[config.mk]
export PLATFORM = sky130hd
export DESIGN_NAME = fpl_divider
export DESIGN_NICKNAME = d
export VERILOG_FILES = /design/src/design/frame_peak_limiter_assert.svh /design/src/design/fpl_pkg.sv /design/src/design/fpl_divider.sv
export SDC_FILE = /design/constraint.sdc
export NUM_CORES = 1
export LEC_CHECK = 0
export ABC_AREA = 0
export BUFFER_PORTS_ARGS = -buffer_cell sky130_fd_sc_hd__buf_2
export CAP_MARGIN = 20
export CORE_AREA = 2 2 88 90
export DETAILED_ROUTE_END_ITERATION = 7
export DIE_AREA = 0 0 90 92
export HOLD_SLACK_MARGIN = 0.1
export PLACE_DENSITY = 0.59
export SLEW_MARGIN = 0
export SYNTH_ARGS = -nofsm -noshare
export SYNTH_HDL_FRONTEND = slang
export SYNTH_SLANG_ARGS = --single-unit
[constraint.sdc]
create_clock -name clk_i -period 4.8 [get_ports clk_i]
set_input_delay 0.24 -clock clk_i [delete_from_list [all_inputs] [get_ports clk_i]]
set_output_delay 0.24 -clock clk_i [all_outputs]
set_load 0.01 [all_outputs]
[src/design/frame_peak_limiter_assert.svh]
// Assertion macros for the frame peak limiter.
`ifndef FRAME_PEAK_LIMITER_ASSERT_SVH
`define FRAME_PEAK_LIMITER_ASSERT_SVH

// Property checked on every clock edge outside reset.
`define FPL_ASSERT(lbl, clk, rst_n, prop) \
  lbl: assert property (@(posedge clk) disable iff (!rst_n) (prop)) \
    else $error("fpl assertion failed");

// Same-cycle implication.
`define FPL_ASSERT_IMP(lbl, clk, rst_n, ante, cons) \
  lbl: assert property (@(posedge clk) disable iff (!rst_n) (ante) |-> (cons)) \
    else $error("fpl assertion failed");

// Next-cycle implication.
`define FPL_ASSERT_NXT(lbl, clk, rst_n, ante, cons) \
  lbl: assert property (@(posedge clk) disable iff (!rst_n) (ante) |=> (cons)) \
    else $error("fpl assertion failed");

`endif

[src/design/fpl_pkg.sv]
// Shared types and constants of the frame peak limiter.
package fpl_pkg;

  localparam int unsigned SAMPLE_W      = 16;
  localparam int unsigned PEAK_W        = 16;
  localparam int unsigned LIMIT_W       = 15;
  localparam int unsigned PROD_W        = 30;
  localparam int unsigned QUO_W         = 15;
  localparam int unsigned CFG_IDX_W     = 1;
  localparam int unsigned FRAME_MAX_DEF = 2048;
  localparam logic [LIMIT_W-1:0] LIMIT_RST = 15'd6000;

  typedef enum logic [CFG_IDX_W-1:0] {
    CFG_ENABLE = 1'b0,
    CFG_LIMIT  = 1'b1
  } fpl_cfg_e;

  typedef enum logic {
    OP_LOAD  = 1'b0,
    OP_DRAIN = 1'b1
  } fpl_op_e;

  typedef enum logic {
    KIND_SAMPLE  = 1'b0,
    KIND_SUMMARY = 1'b1
  } fpl_kind_e;

  typedef struct packed {
    logic busy;
    logic done;
  } fpl_div_stat_t;

endpackage

[src/design/fpl_divider.sv]
// Restoring divider, one quotient bit per cycle.
module fpl_divider (
  input  logic                           clk_i,
  input  logic                           rst_ni,
  input  logic                           start_i,
  input  logic [fpl_pkg::PROD_W-1:0]     dividend_i,
  input  logic [fpl_pkg::PEAK_W-1:0]     divisor_i,
  output logic [fpl_pkg::QUO_W-1:0]      quotient_o,
  output fpl_pkg::fpl_div_stat_t         stat_o
);
  import fpl_pkg::*;

  localparam int unsigned CNT_W = $clog2(QUO_W + 1);

  logic [QUO_W-1:0] rem_q, rem_d;
  logic [QUO_W-1:0] dvd_q, dvd_d;
  logic [CNT_W-1:0] cnt_q, cnt_d;
  logic             busy_q, busy_d;
  logic             done_q, done_d;
  logic [QUO_W:0]   shifted;
  logic [QUO_W+1:0] diff;

  // Quotient is known to fit QUO_W bits, so the top half seeds the remainder.
  always_comb begin
    shifted = {rem_q, dvd_q[QUO_W-1]};
    diff    = {1'b0, shifted} - {1'b0, divisor_i};
    rem_d   = rem_q;
    dvd_d   = dvd_q;
    cnt_d   = cnt_q;
    busy_d  = busy_q;
    done_d  = 1'b0;
    if (start_i) begin
      rem_d  = dividend_i[PROD_W-1:QUO_W];
      dvd_d  = dividend_i[QUO_W-1:0];
      cnt_d  = CNT_W'(QUO_W);
      busy_d = 1'b1;
    end else if (busy_q) begin
      if (diff[QUO_W+1]) begin
        rem_d = shifted[QUO_W-1:0];
        dvd_d = {dvd_q[QUO_W-2:0], 1'b0};
      end else begin
        rem_d = diff[QUO_W-1:0];
        dvd_d = {dvd_q[QUO_W-2:0], 1'b1};
      end
      cnt_d = cnt_q - CNT_W'(1);
      if (cnt_q == CNT_W'(1)) begin
        busy_d = 1'b0;
        done_d = 1'b1;
      end
    end
  end

  always_ff @(posedge clk_i or negedge rst_ni) begin
    if (!rst_ni) begin
      busy_q <= 1'b0;
      done_q <= 1'b0;
      cnt_q  <= '0;
    end else begin
      busy_q <= busy_d;
      done_q <= done_d;
      cnt_q  <= cnt_d;
    end
  end

  always_ff @(posedge clk_i) begin
    rem_q <= rem_d;
    dvd_q <= dvd_d;
  end

  assign quotient_o  = dvd_q;
  assign stat_o.busy = busy_q;
  assign stat_o.done = done_q;

endmodule

Word level (Yosys, flattened, before mapping)
Index checks and enable logic that the tools add are counted.
{"block": "classes", "add_sub_neg": 2, "n_eq_ne": 1, "muxes": 14, "reduce_logical": 1}
{"operator": "$mux W15", "n": 5}
{"operator": "$sub A16 B16 Y17", "n": 1}
{"operator": "$mux W4", "n": 2}
{"operator": "$mux W1", "n": 7}
{"operator": "$eq A4 B1 Y1 const B", "n": 1}
{"operator": "$sub A4 B1 Y4 const B", "n": 1}
{"operator": "$reduce_bool A2 Y1", "n": 1}
{"block": "word_totals", "register_bits": 36, "input_bits": 49, "out_inout_bits": 17, "wordCells": 23}

Depth between registers and ports, before layout
Gate-level depths: netlist of run 1.
{"block": "logic_depth", "depth_word": 4, "ltp_mapped": 10, "mapped_depth_nobuf": 9}

Worst setup path after synthesis of run 1
No wires, ideal clock.
{"block": "synth_timing", "kind": "flip-flop to flip-flop", "startpoint": "reg dvd_q[14] (netlist: quotient_o[14])", "endpoint": "reg rem_q[1] (data pin)", "setup_time_ns": 0.260, "arrival_ns": 2.254, "required_time_ns": 4.540, "setup_slack_ns": 2.286, "stages_incl_launch_ff": 11, "path_buffers": 1, "synth_period_minus_slack_ns": 2.514, "cell_sequence": "edfxtp_1 inv_1 ha_1 fa_1 nand2b_1 a21oi_1 o21a_1 a31oi_4 buf_6 mux2i_1 mux2_2"}
{"block": "synth_between", "elab_chain_len": 4}
{"item": "start, declared", "line": "fpl_divider.sv:16", "rtl": "logic [QUO_W-1:0] dvd_q, dvd_d;"}
{"item": "start signal, assigned", "line": "fpl_divider.sv:67", "rtl": "dvd_q <= dvd_d;"}
{"item": "$sub A16 B16 Y17", "line": "fpl_divider.sv:26", "rtl": "diff = {1'b0, shifted} - {1'b0, divisor_i};"}
{"item": "$mux W15", "line": "fpl_divider.sv:38", "rtl": "if (diff[QUO_W+1]) begin"}
{"item": "$mux W15", "line": "fpl_divider.sv:37", "rtl": "end else if (busy_q) begin"}
{"item": "$mux W15", "line": "fpl_divider.sv:32", "rtl": "if (start_i) begin"}
{"item": "via rem_d[1]", "line": "fpl_divider.sv:15", "rtl": "logic [QUO_W-1:0] rem_q, rem_d;"}
{"item": "end signal, assigned", "line": "fpl_divider.sv:66", "rtl": "rem_q <= rem_d;"}
{"item": "end, declared", "line": "fpl_divider.sv:15"}
The timed path passes the listed nets, and every way through them passes these cells. The select of a mux whose other input is x is not followed.
A chain may end at the register's enable or synchronous reset.

Worst setup path in the final report of run 1
{"block": "layout_timing", "startpoint": "reg dvd_q[14] (netlist: quotient_o[14])", "endpoint": "reg rem_q[13] (data pin)"}
The elaborated chain is that of the path after synthesis.

==> results.json, run 1 <==
{
  "syn_inst": 241,
  "dpl.hpwl_um": 4060,
  "clk_latency_ns": 0.29,
  "grt_setup_unrepaired": "false",
  "pin_count_of_the_biggest_net_entering_global_routing": 37,
  "drt-initial-drc-count": 69,
  "most_common_cell_in_the_synthesized_netlist": "sky130_fd_sc_hd__edfxtp_1",
  "clk_path_buf_depth": 2,
  "finish.instance_area_um2": 3030,
  "reg2reg_depth": 9,
  "route.detailed.wl_per_inst_um": 13.8,
  "drcViolationCount": 0,
  "async_flop_share_pct": 16.7,
  "rr_endpoint": "rem_q[13]",
  "gr-usage-all-layers_pct": 14.3,
  "row_count": 32,
  "tns_ns": 0,
  "yosys_warnings": 0,
  "yosysTopAreaCellShare_pct": 35.6,
  "layout-area-overhead-vs-synth_pct": 19.8,
  "detail-route-antenna-nets": 0,
  "insertedDiodeCount": 0,
  "crit_arrival_ns": 3.13,
  "clock-sinks": 36,
  "detailed_place.area_um2": 2930,
  "globalRouteOverflowTotal": 0,
  "fillerInstances": 795,
  "busiest_grt_layer": "met2",
  "synth.largest_area_cell": "sky130_fd_sc_hd__edfxtp_1",
  "cts_root_buffer": "sky130_fd_sc_hd__clkbuf_8",
  "finalWorstPathRequiredPeriod_ns": 2.96,
  "coreArea_um2": 7450,
  "worst_slew_pin_slew_ns": 0.765,
  "io_pins": 66,
  "fmaxAchievable_mhz": 337,
  "power_per_cell_area_nw_per_um2": 479,
  "grt_use_met3_pct": 4.85,
  "hold_path_startpoint": "dividend_i[8]",
  "nNetsFinal": 372,
  "netlist-cell-type-count": 45,
  "gp_congestion": 0.839,
  "post_drt_via_cell_ratio": 4.91,
  "synth_nets": 309,
  "grt_pass1_vias": 2040,
  "routed_wirelength_um": 5600,
  "number_of_register_bits_inferred_by_synthesis": 36,
  "status": "completed",
  "final.period_utilization_pct": 61.8,
  "hold_viol_final": 0,
  "synth.top_cells.by_count": "sky130_fd_sc_hd__edfxtp_1 (30), sky130_fd_sc_hd__inv_1 (23), sky130_fd_sc_hd__ha_1 (18), sky130_fd_sc_hd__nand2_1 (18)",
  "ctsHtreeMaxLevel": 2,
  "grt_first_pass_wirelength_um": 9580,
  "route.vias.total": 1998,
  "top_cells_by_area_in_the_synthesized_netlist": "sky130_fd_sc_hd__edfxtp_1 (36%), sky130_fd_sc_hd__ha_1 (8.9%), sky130_fd_sc_hd__mux2_2 (7.6%), sky130_fd_sc_hd__dfrtp_1 (5.9%), sky130_fd_sc_hd__inv_1 (3.4%)",
  "count_of_endpoints_failing_setup_in_the_final_report": 0,
  "numCtsBuffers": 5,
  "netlist_area_um2": 2530,
  "min_delay_worst_endpoint": "quotient_o[8]",
  "fp.dieW_um": 90,
  "cp-end-kind": "register",
  "use_met2_pct": 22.9,
  "max-cap-violations": 0,
  "number_of_cells_on_the_worst_hold_path": 2,
  "ir_drop_v": 0.000161,
  "post_cts_resized": 0,
  "detailedRoute.firstPassIterationCount": 4,
  "tritoncts": "yes",
  "sequential_cell_area_um2": 1050,
  "regToRegSetupSlack_ns": 1.84,
  "combined_area_of_the_multi_input_logic_cells_um2": 1330,
  "worst_setup_path_start_kind": "register",
  "ys_seq_area_share_pct": 41.6,
  "critical_path.startpoint": "quotient_o[14]",
  "worst_clock_skew_on_the_final_layout_ns": 0.00506,
  "grt_antenna_before_repair": 0,
  "die-height_um": 92,
  "worst_r2r_startpoint": "quotient_o[14]",
  "hold_class": "input port to register",
  "met1_usage_pct": 18.0,
  "initial_core_utilization_pct": 34.0,
  "yosys_most_used_dff": "sky130_fd_sc_hd__edfxtp_1",
  "required_ns": 4.96,
  "p_leak_uw": 0.00135,
  "final_layout_size_suffix_gt1_share_pct": 31.5,
  "synth_edf_count": 30,
  "postSynthAreaPerCell_um2": 10.5,
  "dieArea_um2": 8280,
  "timing.setup.critical_path_class": "register to register",
  "slew-limit-headroom_pct": 49.0,
  "cts.clk_slew.worst_paths_ns": 0.08,
  "critPathMaxFanout": 26,
  "numPortBuffers": 65,
  "finalMaxSlewViolations": 0
}
==> sequential cells by signal (all words and copies together), names as in the netlist <==
name,count
cnt_q,4
rem_q,15
quotient_o,15
done_q,1
busy_q,1
==> how the worst max path moves through the flow <==
stage / slack, ns / depth (start not counted) / to
global placement: 1.92 / 9 / rem_q[7]
global route: 1.59 / 9 / rem_q[13]
floorplan: 2.29 / 10 / rem_q[1]
detailed placement: 1.87 / 7 / rem_q[12]
CTS: 1.85 / 9 / rem_q[13]
finish: 1.84 / 9 / rem_q[13]
==> final cells by class <==
type / count / area share (%)
Inverter: 23 / 2.85
Tap cell: 102 / 4.21
Clock inverter: 3 / 0.620
Timing Repair Buffer: 67 / 11.3
Sequential cell: 36 / 34.7
Multi-Input combinational cell: 171 / 44.0
Clock buffer: 5 / 2.27
==> critical path, cell delays in order, from the launching register on <==
cell and delay (ns):
sky130_fd_sc_hd__edfxtp_1 0.36, sky130_fd_sc_hd__inv_1 0.06, sky130_fd_sc_hd__ha_1 0.20, sky130_fd_sc_hd__fa_1 0.40
sky130_fd_sc_hd__nand2b_1 0.19, sky130_fd_sc_hd__a21oi_1 0.24, sky130_fd_sc_hd__o21a_1 0.32, sky130_fd_sc_hd__a31oi_4 0.32
sky130_fd_sc_hd__a2111oi_0 0.55, sky130_fd_sc_hd__a221o_1 0.19
==> report_power, final <==
group | switching, uW | internal (uW)
logic | 414 | 328
registers | 43.3 | 445
clock network | 119 | 101
==> stage by stage <==
step,utilization [%],hold slack [ns],cells,setup WS [ns],total power [uW]
4_1_cts,40.7,0.234,407,1.85,1460
2_1_floorplan,-,-0.0556,241,2.29,1070
3_3_place_gp,39.4,0.0707,398,1.92,1220
5_1_grt,40.7,0.236,407,1.59,1570
6_report,40.7,0.241,407,1.84,1450
3_5_place_dp,39.4,0.0739,398,1.87,1230
==> placed cells by master (no fill, tap or decap), types with 12 or more instances in the layout <==
cell type	n
sky130_fd_sc_hd__buf_2	65
sky130_fd_sc_hd__edfxtp_1	30
sky130_fd_sc_hd__inv_1	23
sky130_fd_sc_hd__nand2_1	18
sky130_fd_sc_hd__ha_1	18
sky130_fd_sc_hd__mux2_2	17
sky130_fd_sc_hd__a21oi_1	17
sky130_fd_sc_hd__o21ai_0	12
==> repair_timing <==
action,4_1_cts,5_1_grt
hold buffers,1,0
hold endpoints to repair,6,0
endpoints found under the setup margin,0,0
buffers inserted,0,0
==> kinds of logic after synthesis <==
family,share of synthesized area [%]
AOI/OAI and AO/OA,17.3
xor gates and xnor gates,4.16
muxes,8.76
and+or+nand+nor,12.8
buffers and inverters,5.69
DFF,41.6
adders and majority gates,9.70
==> per-layer routing <==
metal / wire length (um) / vias up
li1: - / 1012
met1: 2570 / 916
met2: 2510 / 63
met3: 436 / 7
met4: 84 / 0
met5: 0 / -
Note: power is estimated with default switching activity, not from simulation.
==> run 2: changes to the inputs <==
--- a/config.mk
+++ b/config.mk
@@ -12,7 +12,7 @@
 export DETAILED_ROUTE_END_ITERATION = 7
 export DIE_AREA = 0 0 90 92
 export HOLD_SLACK_MARGIN = 0.1
-export PLACE_DENSITY = 0.59
+export PLACE_DENSITY = 0.61
 export SLEW_MARGIN = 0
 export SYNTH_ARGS = -nofsm -noshare
 export SYNTH_HDL_FRONTEND = slang
==> constraint.sdc (replaced) <==
create_clock -name clk_i -period 2.6 [get_ports clk_i]
set_input_delay 0.13 -clock clk_i [delete_from_list [all_inputs] [get_ports clk_i]]
set_output_delay 0.13 -clock clk_i [all_outputs]
set_load 0.01 [all_outputs]
==> results.json, run 2 (synthesis results as in run 1) <==
{
  "status": "completed",
  "worst_r2r_startpoint": "quotient_o[14]",
  "p_leak_uw": 0.00145,
  "use_met2_pct": 22.3,
  "drcViolationCount": 0,
  "post_drt_via_cell_ratio": 4.87,
  "tritoncts": "yes",
  "power.share.switching_pct": 38.9,
  "cp-end-kind": "register",
  "regToRegSetupSlack_ns": 0.11,
  "layout-area-overhead-vs-synth_pct": 29.4,
  "pin_count_of_the_biggest_net_entering_global_routing": 39,
  "finalMaxSlewViolations": 0,
  "initial_core_utilization_pct": 34.0,
  "power_per_cell_area_nw_per_um2": 948,
  "drt-initial-drc-count": 58,
  "rr_endpoint": "rem_q[0]",
  "reported_net_switching_power_uw": 1210,
  "max-cap-violations": 0,
  "detailedRoute.firstPassIterationCount": 4,
  "power_frac_comb_pct": 58.1,
  "mostFrequentLayoutCells": "sky130_fd_sc_hd__buf_2 (65), sky130_fd_sc_hd__edfxtp_1 (30), sky130_fd_sc_hd__inv_1 (23)",
  "clock_power_share_pct": 12.6,
  "nNetsFinal": 389,
  "busiest_grt_layer": "met2",
  "io_pins": 66,
  "grt_setup_unrepaired": "false",
  "worst_setup_path_start_kind": "register",
  "grt_pass1_vias": 2090,
  "clk_path_buf_depth": 2,
  "internal_power_contribution_uw": 1890,
  "grt_first_pass_wirelength_um": 9440,
  "met1_usage_pct": 18.6,
  "clk_latency_ns": 0.29,
  "route.detailed.wl_per_inst_um": 13.7,
  "numCtsBuffers": 5,
  "ctsHtreeMaxLevel": 2,
  "worst_clock_skew_on_the_final_layout_ns": 0.00424,
  "critPathMaxFanout": 7,
  "insertedDiodeCount": 0,
  "worst_slew_pin_slew_ns": 0.735,
  "coreArea_um2": 7450,
  "timing.setup.critical_path_class": "register to register",
  "slew-limit-headroom_pct": 51.0,
  "crit_arrival_ns": 2.54,
  "tns_ns": 0,
  "die-height_um": 92,
  "required_ns": 2.64,
  "gr-usage-all-layers_pct": 14.0,
  "globalRouteOverflowTotal": 0,
  "critPathCapture": "rem_q[0]",
  "grt_antenna_before_repair": 0,
  "detail-route-antenna-nets": 0,
  "layout.cells.non_filler": 424,
  "gp_congestion": 0.848,
  "seqPwrFrac_pct": 29.4,
  "cts_root_buffer": "sky130_fd_sc_hd__clkbuf_8",
  "row_count": 32,
  "numPortBuffers": 65,
  "reg2reg_depth": 10,
  "clock-sinks": 36,
  "route.vias.total": 2066,
  "fmaxAchievable_mhz": 401,
  "dp.cells": 408,
  "fp.dieW_um": 90,
  "routed_wirelength_um": 5810,
  "dieArea_um2": 8280,
  "ir_drop_v": 0.000334,
  "count_of_endpoints_failing_setup_in_the_final_report": 0,
  "hold_class": "input port to register",
  "fin_hold_ws_ns": 0.137,
  "grt_use_met3_pct": 3.29,
  "finalWorstPathRequiredPeriod_ns": 2.49,
  "mostFrequentLayoutCell": "sky130_fd_sc_hd__buf_2",
  "cts.clk_slew.worst_paths_ns": 0.07,
  "dpl.hpwl_um": 4060,
  "place_ws_ns": -0.0392,
  "setup_ws_ns": 0.106,
  "final_layout_size_suffix_gt1_share_pct": 37.6,
  "final.period_utilization_pct": 95.9,
  "hold_viol_final": 0,
  "critical_path.startpoint": "quotient_o[14]"
}
-- run 2: cell count changes in the layout (fill, tap and decap cells not counted), sizes merged --
cell and delta:
a31oi +1, buf +15, clkbuf +2, clkinv -2
clkinvlp +1
-- run 2: how the worst min path moves through the flow --
| stage | end | cells after the start | from | slack [ns] |
|---|---|---|---|---|
| final | quotient_o[1] | 2 | dividend_i[1] | 0.14 |
| after CTS | quotient_o[3] | 2 | dividend_i[3] | 0.13 |
| after global placement | busy_q | 1 | rst_ni | -0.04 |
| after global routing | quotient_o[10] | 2 | dividend_i[10] | 0.13 |
| after floorplan | busy_q | 0 | rst_ni | -0.17 |
| after detailed placement | busy_q | 1 | rst_ni | -0.04 |
-- run 2: layout make-up --
cell class / instances / area (um^2)
Clock buffer: 6 / 72.6
Timing Repair Buffer: 83 / 497
Tap cell: 102 / 128
Fill cell: 759 / 4170
Sequential cell: 36 / 1050
Multi-Input combinational cell: 172 / 1430
Inverter: 23 / 86.3
Clock inverter: 2 / 11.3
-- run 2: worst max-delay path: stages (launching register included) --
cell	delay (ns)
sky130_fd_sc_hd__edfxtp_1	0.35
sky130_fd_sc_hd__inv_1	0.06
sky130_fd_sc_hd__ha_1	0.20
sky130_fd_sc_hd__fa_2	0.36
sky130_fd_sc_hd__nand2b_4	0.17
sky130_fd_sc_hd__a21oi_4	0.19
sky130_fd_sc_hd__o21a_4	0.18
sky130_fd_sc_hd__a31oi_4	0.18
sky130_fd_sc_hd__buf_12	0.19
sky130_fd_sc_hd__mux2i_1	0.10
sky130_fd_sc_hd__mux2_2	0.26
-- run 2: power by group through the flow --
| stage | sequential, uW | combinational [uW] | clock (uW) |
|---|---|---|---|
| detailed placement | 918 | 1500 | 0 |
| global placement | 917 | 1490 | 0 |
| CTS | 909 | 1580 | 401 |
| floorplan | 906 | 1080 | 0 |
| global route | 928 | 1990 | 427 |
| finish | 910 | 1800 | 390 |
-- run 2: metal layers --
layer  routed length [um]  up-vias  part of all wire [%]
li1                     -     1048                     -
met1                 2730      942                    47
met2                 2640       64                    45
met3                  308       12                   5.3
met4                  128        0                   2.2
met5                    0        -                     0
-- run 2: what timing repair did --
action | CTS | global route
hold buffers | 1 | 0
pin swaps | 1 | 7
gates cloned | 1 | 1
endpoints found under the hold margin | 6 | 0
endpoints found under the setup margin | 9 | 15
gates resized for setup | 3 | 17
buffers inserted | 1 | 4
-- run 2: through the flow --
stage / cell area, um^2 / util (%) / power, uW
3_3_place_gp: 3020 / 40.5 / 2410
2_1_floorplan: 2530 / - / 1980
6_report: 3270 / 44.0 / 3100
3_5_place_dp: 3020 / 40.5 / 2420
4_1_cts: 3140 / 42.1 / 2890
5_1_grt: 3270 / 44.0 / 3340
==> run 3: changes to the inputs <==
--- a/config.mk
+++ b/config.mk
@@ -9,10 +9,12 @@
 export BUFFER_PORTS_ARGS = -buffer_cell sky130_fd_sc_hd__buf_2
 export CAP_MARGIN = 20
 export CORE_AREA = 2 2 88 90
+export CTS_BUF_LIST = sky130_fd_sc_hd__clkbuf_2
 export DETAILED_ROUTE_END_ITERATION = 7
 export DIE_AREA = 0 0 90 92
 export HOLD_SLACK_MARGIN = 0.1
 export PLACE_DENSITY = 0.61
+export SKIP_CTS_REPAIR_TIMING = 1
 export SLEW_MARGIN = 0
 export SYNTH_ARGS = -nofsm -noshare
 export SYNTH_HDL_FRONTEND = slang
==> constraint.sdc (replaced) <==
create_clock -name clk_i -period 2.6 [get_ports clk_i]
set_input_delay 0.13 -clock clk_i [delete_from_list [all_inputs] [get_ports clk_i]]
set_output_delay 0.13 -clock clk_i [all_outputs]
set_load 0.1 [all_outputs]
==> results.json, run 3 (synthesis results as in run 1) <==
{
  "drt-initial-drc-count": 58,
  "route.detailed.wl_per_inst_um": 13.5,
  "path_cells": "inv_2 > ha_4 > fa_2 > nand2b_4 > a21oi_4 > o21a_1 > a31oi_4 > a2111oi_0 > a221o_1",
  "final_layout_size_suffix_gt1_share_pct": 34.3,
  "worst_slew_pin_slew_ns": 0.745,
  "grt_pass1_vias": 2113,
  "timing.setup.critical_path_class": "register to register",
  "post_drt_via_cell_ratio": 4.83,
  "grt_antenna_before_repair": 0,
  "path_delay_family": "compound AO/OA/AOI/OAI gates",
  "max-cap-violations": 0,
  "fp.dieW_um": 90,
  "gp_congestion": 0.943,
  "drcViolationCount": 0,
  "worst_clock_skew_on_the_final_layout_ns": 0.0246,
  "p_leak_uw": 0.00155,
  "finalMaxSlewViolations": 0,
  "die-height_um": 92,
  "fillerInstances": 733,
  "clock-sinks": 36,
  "initial_core_utilization_pct": 34.0,
  "io_pins": 66,
  "hold_viol_final": 0,
  "coreArea_um2": 7450,
  "post-route-util_pct": 47.0,
  "cts_root_buffer": "sky130_fd_sc_hd__clkbuf_2",
  "detailedRoute.firstPassIterationCount": 4,
  "fmaxAchievable_mhz": 395,
  "ir_drop_v": 0.000450,
  "dpl.hpwl_um": 4390,
  "mostFrequentLayoutCells": "sky130_fd_sc_hd__buf_2 (65), sky130_fd_sc_hd__dlygate4sd3_1 (32), sky130_fd_sc_hd__edfxtp_1 (30)",
  "grt_first_pass_wirelength_um": 9740,
  "mostFrequentLayoutCell": "sky130_fd_sc_hd__buf_2",
  "insertedDiodeCount": 0,
  "layout-area-overhead-vs-synth_pct": 38.3,
  "required_ns": 2.87,
  "worst_setup_path_start_kind": "register",
  "ctsHtreeMaxLevel": 2,
  "crit_arrival_ns": 2.80,
  "max_stage_delay_ns": 0.53,
  "slowest_cell_on_the_critical_path": "sky130_fd_sc_hd__a2111oi_0",
  "tns_ns": 0,
  "dieArea_um2": 8280,
  "clk_latency_ns": 0.39,
  "cp-end-kind": "register",
  "worstPathBufferInverterCount": 1,
  "critPathMaxFanout": 7,
  "final.period_utilization_pct": 97.4,
  "nNetsFinal": 417,
  "detailed_place.area_um2": 3020,
  "route.vias.total": 2184,
  "tritoncts": "yes",
  "status": "completed",
  "row_count": 32,
  "finish.instance_area_um2": 3500,
  "fin_hold_ws_ns": 0.216,
  "routed_wirelength_um": 6120,
  "finalWorstPathRequiredPeriod_ns": 2.53,
  "globalRouteOverflowTotal": 0,
  "power_per_cell_area_nw_per_um2": 900,
  "numPortBuffers": 65,
  "hold_class": "input port to register",
  "count_of_endpoints_failing_setup_in_the_final_report": 0,
  "pin_count_of_the_biggest_net_entering_global_routing": 36,
  "cts.clk_slew.worst_paths_ns": 0.20,
  "detail-route-antenna-nets": 0,
  "gr-usage-all-layers_pct": 14.5,
  "slew-limit-headroom_pct": 50.3,
  "numCtsBuffers": 5,
  "grt_setup_unrepaired": "true",
  "clk_path_buf_depth": 2
}
run 3: layer usage:
metal | vias up | track usage [%] | part of all wire, %
met5 | - | 0 | 0
met4 | 0 | 4.10 | 0.44
met3 | 2 | 5.34 | 5.4
met2 | 59 | 23.2 | 48
met1 | 1017 | 18.5 | 46
li1 | 1106 | - | -
run 3: layout make-up:
type	instances	area (um^2)	share of cell area, %
clock buffers	6	30.0	0.859
clock inverters	2	35.0	1.00
inverters	23	86.3	2.47
multi-input cells	171	1410	40.2
flip-flops and latches	36	1050	30.1
well taps	102	128	3.65
repair buffers	112	762	21.8
run 3: path summary, 6_finish.rpt:
check                          startpoint        end  slack, ns  cells past startpoint
max                        quotient_o[14]  rem_q[13]       0.07                      9
min                               start_i     done_q       0.22                      3
max reg2reg                quotient_o[14]  rem_q[13]       0.07                      9
min reg2reg                      cnt_q[3]   cnt_q[3]       0.56                      2
max in group asynchronous          rst_ni   cnt_q[0]       1.72                      3
min in group asynchronous          rst_ni   cnt_q[2]       0.67                      3
run 3: power by group:
part           total [uW]  leakage (uW)  switching (uW)  internal (uW)
logic                1870       0.00113            1070            797
clock network         363     0.0000430             197            165
registers             912      0.000384            91.9            820
run 3: tightest hold or removal path: stages:
cell and delay, ns:
sky130_fd_sc_hd__buf_2 0.12, sky130_fd_sc_hd__buf_4 0.24, sky130_fd_sc_hd__nor3b_1 0.07
run 3: per-stage QoR:
stage / cells / worst slack (ns) / power (uW)
6_report: 452 / 0.0676 / 3150
5_1_grt: 452 / -0.0330 / 3390
4_1_cts: 416 / 0.0264 / 3030
3_5_place_dp: 408 / 0.0913 / 2660
3_3_place_gp: 408 / 0.149 / 2630
2_1_floorplan: 241 / -0.462 / 2230
